## src/rtl/psa_pkg.sv

```systemverilog
package psa_pkg;

  localparam int SAMPLE_W   = 16;
  localparam int COUNT_W    = 17;
  localparam int SUM_W      = 33;
  localparam int SQSUM_W    = 47;
  localparam int MAG_W      = 32;
  localparam int PROD_W     = 64;
  localparam int ROOT_W     = 40;
  localparam int FRAC_W     = 16;
  localparam int RAD_W      = PROD_W + FRAC_W;
  localparam int DEV_W      = 24;
  localparam int STEP_W     = 6;

  localparam logic [COUNT_W-1:0] MAX_COUNT = COUNT_W'(65536);

  typedef enum logic {
    ALU_ADD,
    ALU_SUB
  } alu_op_t;

  typedef struct packed {
    logic load;
    logic clear;
  } accum_ctrl_t;

endpackage

```

## src/rtl/psa_if.sv

```systemverilog
interface psa_in_if;
  import psa_pkg::*;

  logic                       valid;
  logic                       ready;
  logic signed [SAMPLE_W-1:0] sample;
  logic                       last;

  modport source (output valid, output sample, output last, input ready);
  modport sink (input valid, input sample, input last, output ready);
endinterface

interface psa_out_if;
  import psa_pkg::*;

  logic             valid;
  logic             ready;
  logic [DEV_W-1:0] deviation;
  logic             overflow;

  modport source (output valid, output deviation, output overflow, input ready);
  modport sink (input valid, input deviation, input overflow, output ready);
endinterface

```

## src/rtl/population_stdev_accumulator_core.sv

```systemverilog
// Population standard deviation over sets of signed 16-bit samples. Each
// sample request is taken when samples.valid and samples.ready are both high;
// a sample without last is captured, then accumulated into count, sum and sum
// of squares. The sample marked last closes the set: the block then works
// out floor(256 * sqrt(n*S2 - S1^2) / n) on one shared 64-bit add/subtract
// unit, stepping a small sequencer through a 17-step shift-add product n*S2,
// a 32-step product S1^2, one subtract, a 40-step restoring square root and
// a 40-step restoring divide by n. A set of fewer than two samples, or one
// whose radicand is not positive, reports zero; samples.ready stays low
// until the result request has been taken on results. Sets beyond 65536
// samples keep the figures of the first 65536 and report overflow.
module population_stdev_accumulator_core (
  input logic     clk,
  input logic     rst,
  psa_in_if.sink  samples,
  psa_out_if.source results
);
  import psa_pkg::*;

  typedef enum logic [3:0] {
    S_IDLE,
    S_ACC,
    S_START,
    S_MULA,
    S_MULB,
    S_DIFF,
    S_SQRT,
    S_DIV,
    S_OUT
  } state_t;

  state_t state;

  logic signed [SAMPLE_W-1:0] sample;
  logic                       last;
  logic [STEP_W-1:0]          step;
  logic [PROD_W-1:0]          acc;
  logic [PROD_W-1:0]          prod_a;
  logic [MAG_W-1:0]           mag;
  logic [ROOT_W-1:0]          root;
  logic [RAD_W-1:0]           rad;
  logic [DEV_W-1:0]           deviation;
  logic                       overflow;
  logic                       out_valid;

  accum_ctrl_t          accum_ctrl;
  logic [COUNT_W-1:0]   count;
  logic [SUM_W-1:0]     sum;
  logic [SUM_W-1:0]     sum_neg;
  logic [SQSUM_W-1:0]   sqsum;
  logic                 overflowed;

  alu_op_t           alu_op;
  logic [PROD_W-1:0] alu_a;
  logic [PROD_W-1:0] alu_b;
  logic [PROD_W-1:0] alu_res;
  logic              alu_ge;

  psa_accum u_accum (
    .clk        (clk),
    .rst        (rst),
    .ctrl       (accum_ctrl),
    .sample     (sample),
    .count      (count),
    .sum        (sum),
    .sqsum      (sqsum),
    .overflowed (overflowed)
  );

  psa_alu u_alu (
    .op  (alu_op),
    .a   (alu_a),
    .b   (alu_b),
    .res (alu_res),
    .ge  (alu_ge)
  );

  assign sum_neg = ~sum + 1'b1;

  // Accumulate in S_ACC; clear the set once its result request is taken.
  assign accum_ctrl.load  = (state == S_ACC);
  assign accum_ctrl.clear = (state == S_OUT) && results.ready;

  assign samples.ready     = (state == S_IDLE);
  assign results.valid     = out_valid;
  assign results.deviation = deviation;
  assign results.overflow  = overflow;

  // Operand selection for the shared unit, one use per sequencer state.
  always_comb begin
    alu_op = ALU_ADD;
    alu_a  = '0;
    alu_b  = '0;
    case (state)
      S_MULA: begin
        // MSB-first shift-add: acc = 2*acc + bit(n) * S2
        alu_a = {acc[PROD_W-2:0], 1'b0};
        alu_b = count[step[4:0]] ? PROD_W'(sqsum) : '0;
      end
      S_MULB: begin
        alu_a = {acc[PROD_W-2:0], 1'b0};
        alu_b = mag[step[4:0]] ? PROD_W'(mag) : '0;
      end
      S_DIFF: begin
        alu_op = ALU_SUB;
        alu_a  = prod_a;
        alu_b  = acc;
      end
      S_SQRT: begin
        // bring down the next bit pair, try subtracting 4*root + 1
        alu_op = ALU_SUB;
        alu_a  = {acc[PROD_W-3:0], rad[RAD_W-1 -: 2]};
        alu_b  = PROD_W'({root, 2'b01});
      end
      S_DIV: begin
        // bring down the next dividend bit, try subtracting n
        alu_op = ALU_SUB;
        alu_a  = {acc[PROD_W-2:0], root[ROOT_W-1]};
        alu_b  = PROD_W'(count);
      end
      default: begin
        alu_op = ALU_ADD;
      end
    endcase
  end

  always_ff @(posedge clk) begin
    if (rst) begin
      state     <= S_IDLE;
      out_valid <= 1'b0;
    end else begin
      case (state)
        S_IDLE: begin
          if (samples.valid) begin
            sample <= samples.sample;
            last   <= samples.last;
            state  <= S_ACC;
          end
        end
        S_ACC: begin
          state <= last ? S_START : S_IDLE;
        end
        S_START: begin
          mag      <= sum[SUM_W-1] ? sum_neg[MAG_W-1:0] : sum[MAG_W-1:0];
          overflow <= overflowed;
          acc      <= '0;
          step     <= STEP_W'(COUNT_W - 1);
          if (count[COUNT_W-1:1] == '0) begin
            // fewer than two samples: report zero
            deviation <= '0;
            out_valid <= 1'b1;
            state     <= S_OUT;
          end else begin
            state <= S_MULA;
          end
        end
        S_MULA: begin
          if (step == '0) begin
            prod_a <= alu_res;
            acc    <= '0;
            step   <= STEP_W'(MAG_W - 1);
            state  <= S_MULB;
          end else begin
            acc  <= alu_res;
            step <= step - 1'b1;
          end
        end
        S_MULB: begin
          acc <= alu_res;
          if (step == '0) begin
            state <= S_DIFF;
          end else begin
            step <= step - 1'b1;
          end
        end
        S_DIFF: begin
          if (alu_ge && (alu_res != '0)) begin
            rad   <= {alu_res, FRAC_W'(0)};
            acc   <= '0;
            root  <= '0;
            step  <= STEP_W'(ROOT_W - 1);
            state <= S_SQRT;
          end else begin
            // non-positive radicand: report zero
            deviation <= '0;
            out_valid <= 1'b1;
            state     <= S_OUT;
          end
        end
        S_SQRT: begin
          rad  <= {rad[RAD_W-3:0], 2'b00};
          root <= {root[ROOT_W-2:0], alu_ge};
          if (step == '0) begin
            // the divide must start from a zero remainder
            acc   <= '0;
            step  <= STEP_W'(ROOT_W - 1);
            state <= S_DIV;
          end else begin
            acc  <= alu_ge ? alu_res : alu_a;
            step <= step - 1'b1;
          end
        end
        S_DIV: begin
          // root register doubles as dividend and quotient; the remainder in acc
          // starts from zero, cleared when the square root finished
          if (alu_ge) begin
            acc  <= alu_res;
            root <= {root[ROOT_W-2:0], 1'b1};
          end else begin
            acc  <= alu_a;
            root <= {root[ROOT_W-2:0], 1'b0};
          end
          if (step == '0) begin
            deviation <= alu_ge ? {root[DEV_W-2:0], 1'b1} : {root[DEV_W-2:0], 1'b0};
            out_valid <= 1'b1;
            state     <= S_OUT;
          end else begin
            step <= step - 1'b1;
          end
        end
        S_OUT: begin
          // hold the result until the request is taken
          if (results.ready) begin
            out_valid <= 1'b0;
            state     <= S_IDLE;
          end
        end
        default: begin
          state <= S_IDLE;
        end
      endcase
    end
  end

endmodule

```

## src/rtl/psa_alu.sv

```systemverilog
module psa_alu (
  input  psa_pkg::alu_op_t          op,
  input  logic [psa_pkg::PROD_W-1:0] a,
  input  logic [psa_pkg::PROD_W-1:0] b,
  output logic [psa_pkg::PROD_W-1:0] res,
  output logic                       ge
);
  import psa_pkg::*;

  logic [PROD_W:0] wide;

  always_comb begin
    case (op)
      ALU_ADD: wide = {1'b0, a} + {1'b0, b};
      ALU_SUB: wide = {1'b0, a} - {1'b0, b};
      default: wide = '0;
    endcase
  end

  assign res = wide[PROD_W-1:0];
  // no borrow out of the subtract means a >= b
  assign ge  = ~wide[PROD_W];

endmodule

```

## src/rtl/psa_accum.sv

```systemverilog
module psa_accum (
  input  logic                               clk,
  input  logic                               rst,
  input  psa_pkg::accum_ctrl_t               ctrl,
  input  logic signed [psa_pkg::SAMPLE_W-1:0] sample,
  output logic [psa_pkg::COUNT_W-1:0]         count,
  output logic [psa_pkg::SUM_W-1:0]           sum,
  output logic [psa_pkg::SQSUM_W-1:0]         sqsum,
  output logic                                overflowed
);
  import psa_pkg::*;

  logic signed [2*SAMPLE_W-1:0] square;

  assign square = sample * sample;

  always_ff @(posedge clk) begin
    if (rst || ctrl.clear) begin
      count      <= '0;
      sum        <= '0;
      sqsum      <= '0;
      overflowed <= 1'b0;
    end else if (ctrl.load) begin
      if (count == MAX_COUNT) begin
        // count full: drop the sample, flag it
        overflowed <= 1'b1;
      end else begin
        count <= count + 1'b1;
        sum   <= sum + SUM_W'(sample);
        sqsum <= sqsum + SQSUM_W'($unsigned(square));
      end
    end
  end

endmodule

```

## src/flat_wrapper.sv

```systemverilog
// flat-port wrapper written by rule: the top's interface ports become plain ports
module population_stdev_accumulator_core_flat import psa_pkg::*;
  (clk, rst, samples_valid, samples_sample, samples_last, samples_ready, results_valid, results_deviation, results_overflow, results_ready);
  psa_in_if samples_i ();
  psa_out_if results_i ();
  input logic clk;
  input logic rst;
  input wire logic [$bits(samples_i.valid)-1:0] samples_valid;
  input wire logic [$bits(samples_i.sample)-1:0] samples_sample;
  input wire logic [$bits(samples_i.last)-1:0] samples_last;
  output wire logic [$bits(samples_i.ready)-1:0] samples_ready;
  output wire logic [$bits(results_i.valid)-1:0] results_valid;
  output wire logic [$bits(results_i.deviation)-1:0] results_deviation;
  output wire logic [$bits(results_i.overflow)-1:0] results_overflow;
  input wire logic [$bits(results_i.ready)-1:0] results_ready;
  assign samples_i.valid = samples_valid;
  assign samples_i.sample = samples_sample;
  assign samples_i.last = samples_last;
  assign samples_ready = samples_i.ready;
  assign results_valid = results_i.valid;
  assign results_deviation = results_i.deviation;
  assign results_overflow = results_i.overflow;
  assign results_i.ready = results_ready;
  population_stdev_accumulator_core u_core (.clk(clk), .rst(rst), .samples(samples_i), .results(results_i));
endmodule
```

## config.mk

```make
export PLATFORM = sky130hd
export DESIGN_NAME = population_stdev_accumulator_core_flat
export DESIGN_NICKNAME = d
export VERILOG_FILES = /design/src/rtl/psa_pkg.sv /design/src/rtl/psa_if.sv /design/src/rtl/population_stdev_accumulator_core.sv /design/src/rtl/psa_alu.sv /design/src/rtl/psa_accum.sv /design/src/flat_wrapper.sv
export SDC_FILE = /design/constraint.sdc
export NUM_CORES = 2
export LEC_CHECK = 0
export ABC_AREA = 1
export BUFFER_PORTS_ARGS = -buffer_cell sky130_fd_sc_hd__clkbuf_2
export CAP_MARGIN = 25
export CORE_AREA = 2 2 295 297
export CTS_BUF_LIST = sky130_fd_sc_hd__clkbuf_8
export DETAILED_ROUTE_END_ITERATION = 16
export DIE_AREA = 0 0 297 299
export PLACE_DENSITY = 0.69
export REMOVE_ABC_BUFFERS = 1
export SYNTH_ARGS = -nofsm -noshare
export SYNTH_HDL_FRONTEND = slang
export SYNTH_SLANG_ARGS = --single-unit
```

## constraint.sdc

```tcl
create_clock -name clk -period 19.9 [get_ports clk]
set_clock_uncertainty 0.1 [all_clocks]
set_input_delay 1.99 -clock clk [delete_from_list [all_inputs] [get_ports clk]]
set_output_delay 1.99 -clock clk [all_outputs]
set_load 0.05 [all_outputs]
```

# --- After elaboration in Yosys (flattened, before gate mapping) ---
# Index checks and enable logic that the tools add are counted.
word_totals:
  reg_bits: 431
  latch_bits: 0
  output_inout_bits: 27
  mem_bits_ro: 0
  input_bits: 21
  ramBits: 0
  memories: 0
  word_cells: 123
op_classes:
  eq_ne: 19
  reduce_logical: 28
  n_lt_le_gt_ge: 1
  n_mul: 1
  addsub: 7
  shifts: 0
  div_mod_pow: 0
  bitwise: 5
  muxes: 46
op_table:
  columns: ["operator", "count"]
  rows:
  - ["64-bit case mux with 6 select lines", 1]
  - ["64-bit case mux with 5 select lines", 1]
  - ["64-bit 2-to-1 mux", 4]
  - ["64-bit case mux with 4 select lines", 1]
  - ["80-bit case mux with 2 select lines", 1]
  - ["65-bit case mux with 2 select lines", 1]
  - ["40-bit case mux with 3 select lines", 1]
  - ["80-bit 2-to-1 mux", 1]
  - ["24-bit 2-to-1 mux", 3]
  - ["24-bit case mux with 3 select lines", 1]
  - ["64-bit by 64-bit adder with 65-bit output", 1]
  - ["64-bit by 64-bit subtractor with 65-bit output", 1]
  - ["32-bit 2-to-1 mux", 2]
  - ["64-bit nonzero test", 1]
  - ["47-bit by 32-bit adder with 47-bit output", 1]
  - ["47-bit 2-to-1 mux", 1]
  - ["40-bit 2-to-1 mux", 1]
  - ["4-bit case mux with 9 select lines", 1]
  - ["33-bit adder", 1]
  - ["32-bit by 1-bit adder with 32-bit output (second input constant)", 1]
  - ["16-bit by 16-bit multiplier with 32-bit output", 1]
  - ["4-bit 2-to-1 mux", 8]
  - ["32-bit inverter", 1]
  - ["6-bit case mux with 5 select lines", 1]
  - ["other kinds (33)", 70]

# --- Depth between registers and ports, before layout ---
depth:
  word_depth: 10
  ltp_mapped: 46
  depth_no_buf: 43

# --- Modules after synthesis ---
# A second synthesis with hierarchy kept.
unflattened:
  hier_cells: 6535
  hier_area_um2: 43762.0
by_module_without_submodules:
  columns: ["module", "n_inst", "area_each_um2", "cells_per_inst"]
  rows:
  - ["psa_accum", 1, 18303.8, 2708]
  - ["population_stdev_accumulator_core", 1, 17075.1, 2004]
  - ["psa_alu", 1, 8383.0, 1823]

# --- Worst setup path before layout ---
# OpenSTA, ideal clock, no wires.
synth_timing:
  path_type: "reg-to-reg"
  start: "register u_core.step[0]"
  end: "register u_core.rad[16], enable pin"
  path_stages_with_launch: 38
  setup_time_ns: 0.507
  path_buffers: 3
  slack_ns: 11.669
  arrival_time_ns: 7.623
  path_cell_list: "edfxtp_1 > buf_6 > inv_4 > buf_6 > nand2_1 > nand3_1 > a21boi_1 > nor2_1 > nand2_2 > nand2_2 > buf_4 > nor2_1 > nor3_2 > ha_1 > nand2_1 > nor2_4 > nand2_2 > inv_1 > [2 not listed] > nor2_1 > a21oi_1 > xnor2_1 > inv_1 > ha_1 > nand2_1 > nor2_1 > inv_1 > nor2_1 > inv_1 > o21ai_0 > a21oi_1 > nand2_1 > a21o_1 > nand4_1 > nand2_4 > nand3_1 > a21oi_1"
synth_between:
  elab_chain_cells: 10
  word_cells_on_any_way: 15
  classes_between: "add/sub (2); eq/ne (1); mux (8); bitwise (1); reduce/logical (3)"
synth_rtl:
  columns: ["element", "line_no", "text"]
  rows:
  - ["start: declaration", "population_stdev_accumulator_core.sv:36", "logic [STEP_W-1:0] step;"]
  - ["start signal: assignment", "population_stdev_accumulator_core.sv:147", "step <= STEP_W'(COUNT_W - 1);"]
  - ["start signal: assignment", "population_stdev_accumulator_core.sv:161", "step <= STEP_W'(MAG_W - 1);"]
  - ["start signal: assignment", "population_stdev_accumulator_core.sv:165", "step <= step - 1'b1;"]
  - ["1-bit binary-select mux with 5-bit select, on equally long branches", "population_stdev_accumulator_core.sv:102, population_stdev_accumulator_core.sv:98", null]
  - ["1-bit 2-to-1 mux, on equally long branches", "population_stdev_accumulator_core.sv:102, population_stdev_accumulator_core.sv:98", null]
  - ["32-bit 2-to-1 mux / 47-bit 2-to-1 mux (equally long branches)", "population_stdev_accumulator_core.sv:102, population_stdev_accumulator_core.sv:98", null]
  - ["64-bit case mux with 5 select lines (*)", "population_stdev_accumulator_core.sv:94", "case (state)"]
  - ["64-bit by 64-bit subtractor with 65-bit output / 64-bit by 64-bit adder with 65-bit output (equally long branches)", "psa_alu.sv:15, psa_alu.sv:14", null]
  - ["65-bit case mux with 2 select lines (*)", "psa_alu.sv:13", "case (op)"]
  - ["64-bit nonzero test / 1-bit inverter (equally long branches)", "population_stdev_accumulator_core.sv:177, psa_alu.sv:22", null]
  - ["1-bit logical AND (*)", "population_stdev_accumulator_core.sv:177", "if (alu_ge && (alu_res != '0)) begin"]
  - ["2-bit by 1-bit inequality test with 1-bit output (no source line) (*)", null, null]
  - ["3-bit AND reduction (no source line) (*)", null, null]
  - ["end signal: assignment", "population_stdev_accumulator_core.sv:178", "rad <= {alu_res, FRAC_W'(0)};"]
  - ["end signal: assignment", "population_stdev_accumulator_core.sv:191", "rad <= {rad[RAD_W-3:0], 2'b00};"]
  - ["end: declaration", "population_stdev_accumulator_core.sv:41", "logic [RAD_W-1:0] rad;"]
# Mark *: on every way between the ends. The rest lies on a longest branch, timed or not. The select of a mux whose other input is x is not followed.
# A chain may end at the register's enable or synchronous reset.

# --- Worst setup path after layout ---
layout_timing:
  start: "register u_core.step[0]"
  end: "register u_core.deviation[10] (netlist: u_core.results.deviation[10]), enable pin"
layout_between:
  elab_chain_cells: 10
  word_cells_on_any_way: 17
  classes_between: "add/sub (2); eq/ne (2); mux (8); bitwise (1); reduce/logical (4)"
layout_rtl:
  columns: ["element", "line_no", "text"]
  rows:
  - ["1-bit binary-select mux with 5-bit select, on equally long branches", "population_stdev_accumulator_core.sv:102, population_stdev_accumulator_core.sv:98", null]
  - ["1-bit 2-to-1 mux, on equally long branches", "population_stdev_accumulator_core.sv:102, population_stdev_accumulator_core.sv:98", null]
  - ["32-bit 2-to-1 mux / 47-bit 2-to-1 mux (equally long branches)", "population_stdev_accumulator_core.sv:102, population_stdev_accumulator_core.sv:98", null]
  - ["64-bit case mux with 5 select lines", "population_stdev_accumulator_core.sv:94", null]
  - ["64-bit by 64-bit subtractor with 65-bit output / 64-bit by 64-bit adder with 65-bit output (equally long branches)", "psa_alu.sv:15, psa_alu.sv:14", null]
  - ["65-bit case mux with 2 select lines", "psa_alu.sv:13", null]
  - ["64-bit nonzero test / 1-bit inverter (equally long branches)", "population_stdev_accumulator_core.sv:177, psa_alu.sv:22", null]
  - ["1-bit logical AND", "population_stdev_accumulator_core.sv:177", null]
  - ["2-bit inequality test (no source line)", null, null]
  - ["5-bit AND reduction (no source line) (*)", null, null]
  - ["end signal: assignment", "population_stdev_accumulator_core.sv:214", "deviation <= alu_ge ? {root[DEV_W-2:0], 1'b1} : {root[DEV_W-2:0], 1'b0};"]
  - ["end: declaration", "population_stdev_accumulator_core.sv:42", "logic [DEV_W-1:0] deviation;"]
# Marks and branches as above.

==> results.py <==
metrics = {
    "run_status": {
        "outcome": "completed",
    },
    "die": {
        "dieArea_mm2": 0.08880,
        "core_area_mm2": 0.08594,
        "initial_core_util": 0.4449,
        "rows": 108,
        "die_h_um": 299,
        "ioPinCount": 48,
        "die_w_um": 297,
    },
    "synth": {
        "avgSynthCellArea_um2": 7.584,
        "ys_seq_area_frac": 0.2990,
        "synth.area.top_cells": "edfxtp_1, fa_1, nand2_1",
        "synthCells": 5042,
        "synth_seq_cells": 415,
        "synth.top_cell.area_share": 0.2450,
        "yosysTopAreaCell": "edfxtp_1",
        "yosys_warnings": 0,
        "synthesis.area_mm2": 0.03824,
        "synth_flop_cell": "edfxtp_1",
        "synth_cell_types": 55,
        "ys_async_sr_fraction": 0,
        "synth_edf_count": 312,
    },
    "sta": {
        "period_needed_ns": 9.358,
        "maxSlewViolCount": 0,
        "rsz0062_at_grt": "false",
        "hold_viol_final": 0,
        "fin_tns_setup_ns": 0,
        "setup_violations": 0,
        "min_period_over_period": 0.4703,
        "slew_headroom": 0.2452,
        "worst-slew-pin-transition_ns": 1.120,
        "fmax_mhz": 106.9,
    },
    "drt": {
        "drcViolationCount": 0,
        "viasPerCell": 5.507,
        "first_pass_iters": 6,
        "drt-initial-drc-count": 3464,
        "via_count": 34470,
        "wire_per_inst_um": 20.21,
        "routed_wl_um": 126500,
        "ant_nets": 0,
    },
    "clock_network": {
        "clk_pin_slew_ns": 0.07,
        "tritoncts": "done",
        "numCtsBuffers": 77,
        "cts.sink_count": 415,
        "cts_root_buffer": "clkbuf_8",
        "clockBufferDepth": 3,
        "cts_hold_buf": 0,
        "post_cts_resize_count": 0,
        "clk_latency_ns": 0.71,
        "post_cts_buffers": 0,
        "cts_htree_levels": 3,
    },
    "final_layout": {
        "final_cell_mix": "nand2_1, inv_1, nor2_1",
        "area_delta_synth_final_pct": 7.467,
        "layout_commonest_cell": "nand2_1",
        "num-fill-cells": 8606,
        "regArea_mm2": 0.01143,
        "multi_input_area_mm2": 0.02265,
        "num-nets-final": 5522,
        "drive_gt1_frac": 0.05017,
    },
    "critical_path": {
        "path_class": "flop to flop",
        "startpoint_type": "flop",
        "crit_fanout": 31,
        "cp_slowest_cell": "edfxtp_1",
        "crit_required_ns": 20.18,
        "crit_top_cell": "nand2_1",
        "cp.arrival_ns": 9.64,
        "cpPeakStageDelay_ns": 0.95,
        "critPathCaptureType": "flop",
    },
    "global_routing": {
        "antenna_found_initial": 2,
        "grt-ovfl-total": 0,
        "grt_first_pass_wirelength_um": 196800,
        "met3_usage": 0.04268,
        "globalRouteMet1Util": 0.3825,
        "grt_max_degree": 73,
        "top_usage_layer": "met2",
        "grt_pass1_vias": 33910,
        "use_met2": 0.4683,
        "grt_use_total": 0.2847,
    },
    "placement": {
        "place_hpwl_um": 98740,
        "io_buffers": 47,
        "gp_routability_congestion": 1.065,
    },
    "flow_run": {
        "drv_cap": 0,
    },
    "hold_path": {
        "hold_path.class": "flop to flop",
    },
}
## flip-flops by register name (all words and copies together) (netlist names), 4 cells and up
name / flops
u_core.acc: 64
u_core.mag: 32
u_core.prod_a: 64
u_core.rad: 64
u_core.results.deviation: 24
u_core.root: 40
u_core.sample: 16
u_core.state: 4
u_core.step: 6
u_core.u_accum.count: 17
u_core.u_accum.sqsum: 47
u_core.u_accum.sum: 33
## per-layer routing
layer / share of wire / up-vias
met3: 0.075 / 250
met5: 0 / -
met2: 0.46 / 1382
li1: - / 16310
met4: 0.039 / 0
met1: 0.43 / 16530
## worst max-delay path: cells and delay by family (launching register included)
kind,cells,cell delay (ns)
simple gates,24,4.65
compound gates,4,1.16
flops,1,0.95
fa+ha+maj,2,0.59
xor+xnor,2,0.61
buf+inv,4,0.93
## layout make-up
| class | count | share of cell area |
|---|---|---|
| repair buffers | 76 | 0.01188 |
| well taps | 1155 | 0.03517 |
| inverters | 942 | 0.08629 |
| multi-input cells | 3530 | 0.5512 |
| clock inverters | 62 | 0.01108 |
| clock buffers | 78 | 0.02613 |
| flip-flops and latches | 415 | 0.2782 |
| diodes | 1 | 0.00006090 |
## cell usage after synthesis, drive strengths merged, types with 50 or more instances
cell / n
ha: 218
inv: 940
nand2: 1036
a21oi: 330
nor3: 52
buf: 50
nand3: 232
dfxtp: 103
clkbuf: 105
edfxtp: 312
o21ai: 311
nor2: 565
xnor2: 67
xor2: 130
fa: 241
## metrics by stage
step,std cells,worst slack [ns],util,instance area (µm²),hold WS (ns)
floorplan,4887,8.423,-,37560,0.3090
global placement,6115,10.74,0.4596,39500,0.3356
detailed placement,6116,10.66,0.4597,39510,0.3285
CTS,6256,10.57,0.4775,41040,0.3539
global route,6259,9.648,0.4781,41090,0.3749
finish,6259,10.54,0.4781,41090,0.3584
## final timing paths
kind	from	to	slack, ns	depth (start not counted)
hold reg to reg	u_core.u_accum.overflowed	u_core.results.overflow	0.36	0
setup / recovery	u_core.step[0]	u_core.results.deviation[10]	10.54	36
setup reg to reg	u_core.step[0]	u_core.results.deviation[10]	10.54	36
hold / removal	u_core.u_accum.overflowed	u_core.results.overflow	0.36	0
## cells by family (layout without fill, tap and decap cells)
logic type | count (synthesis) | count (layout) | synth area share
flip-flops | 415 | 415 | 0.2990
adder cells (fa/ha/maj) | 459 | 459 | 0.1975
AND/OR/NAND/NOR | 2000 | 2000 | 0.2172
buffers and inverters | 1097 | 1158 | 0.1104
XOR/XNOR | 197 | 197 | 0.04512
AO/OA/AOI/OAI | 874 | 874 | 0.1308
other | 0 | 1 | 0
Power is not shown: default switching activity piles up to over one toggle a cycle in this logic, so the estimate is an artifact.
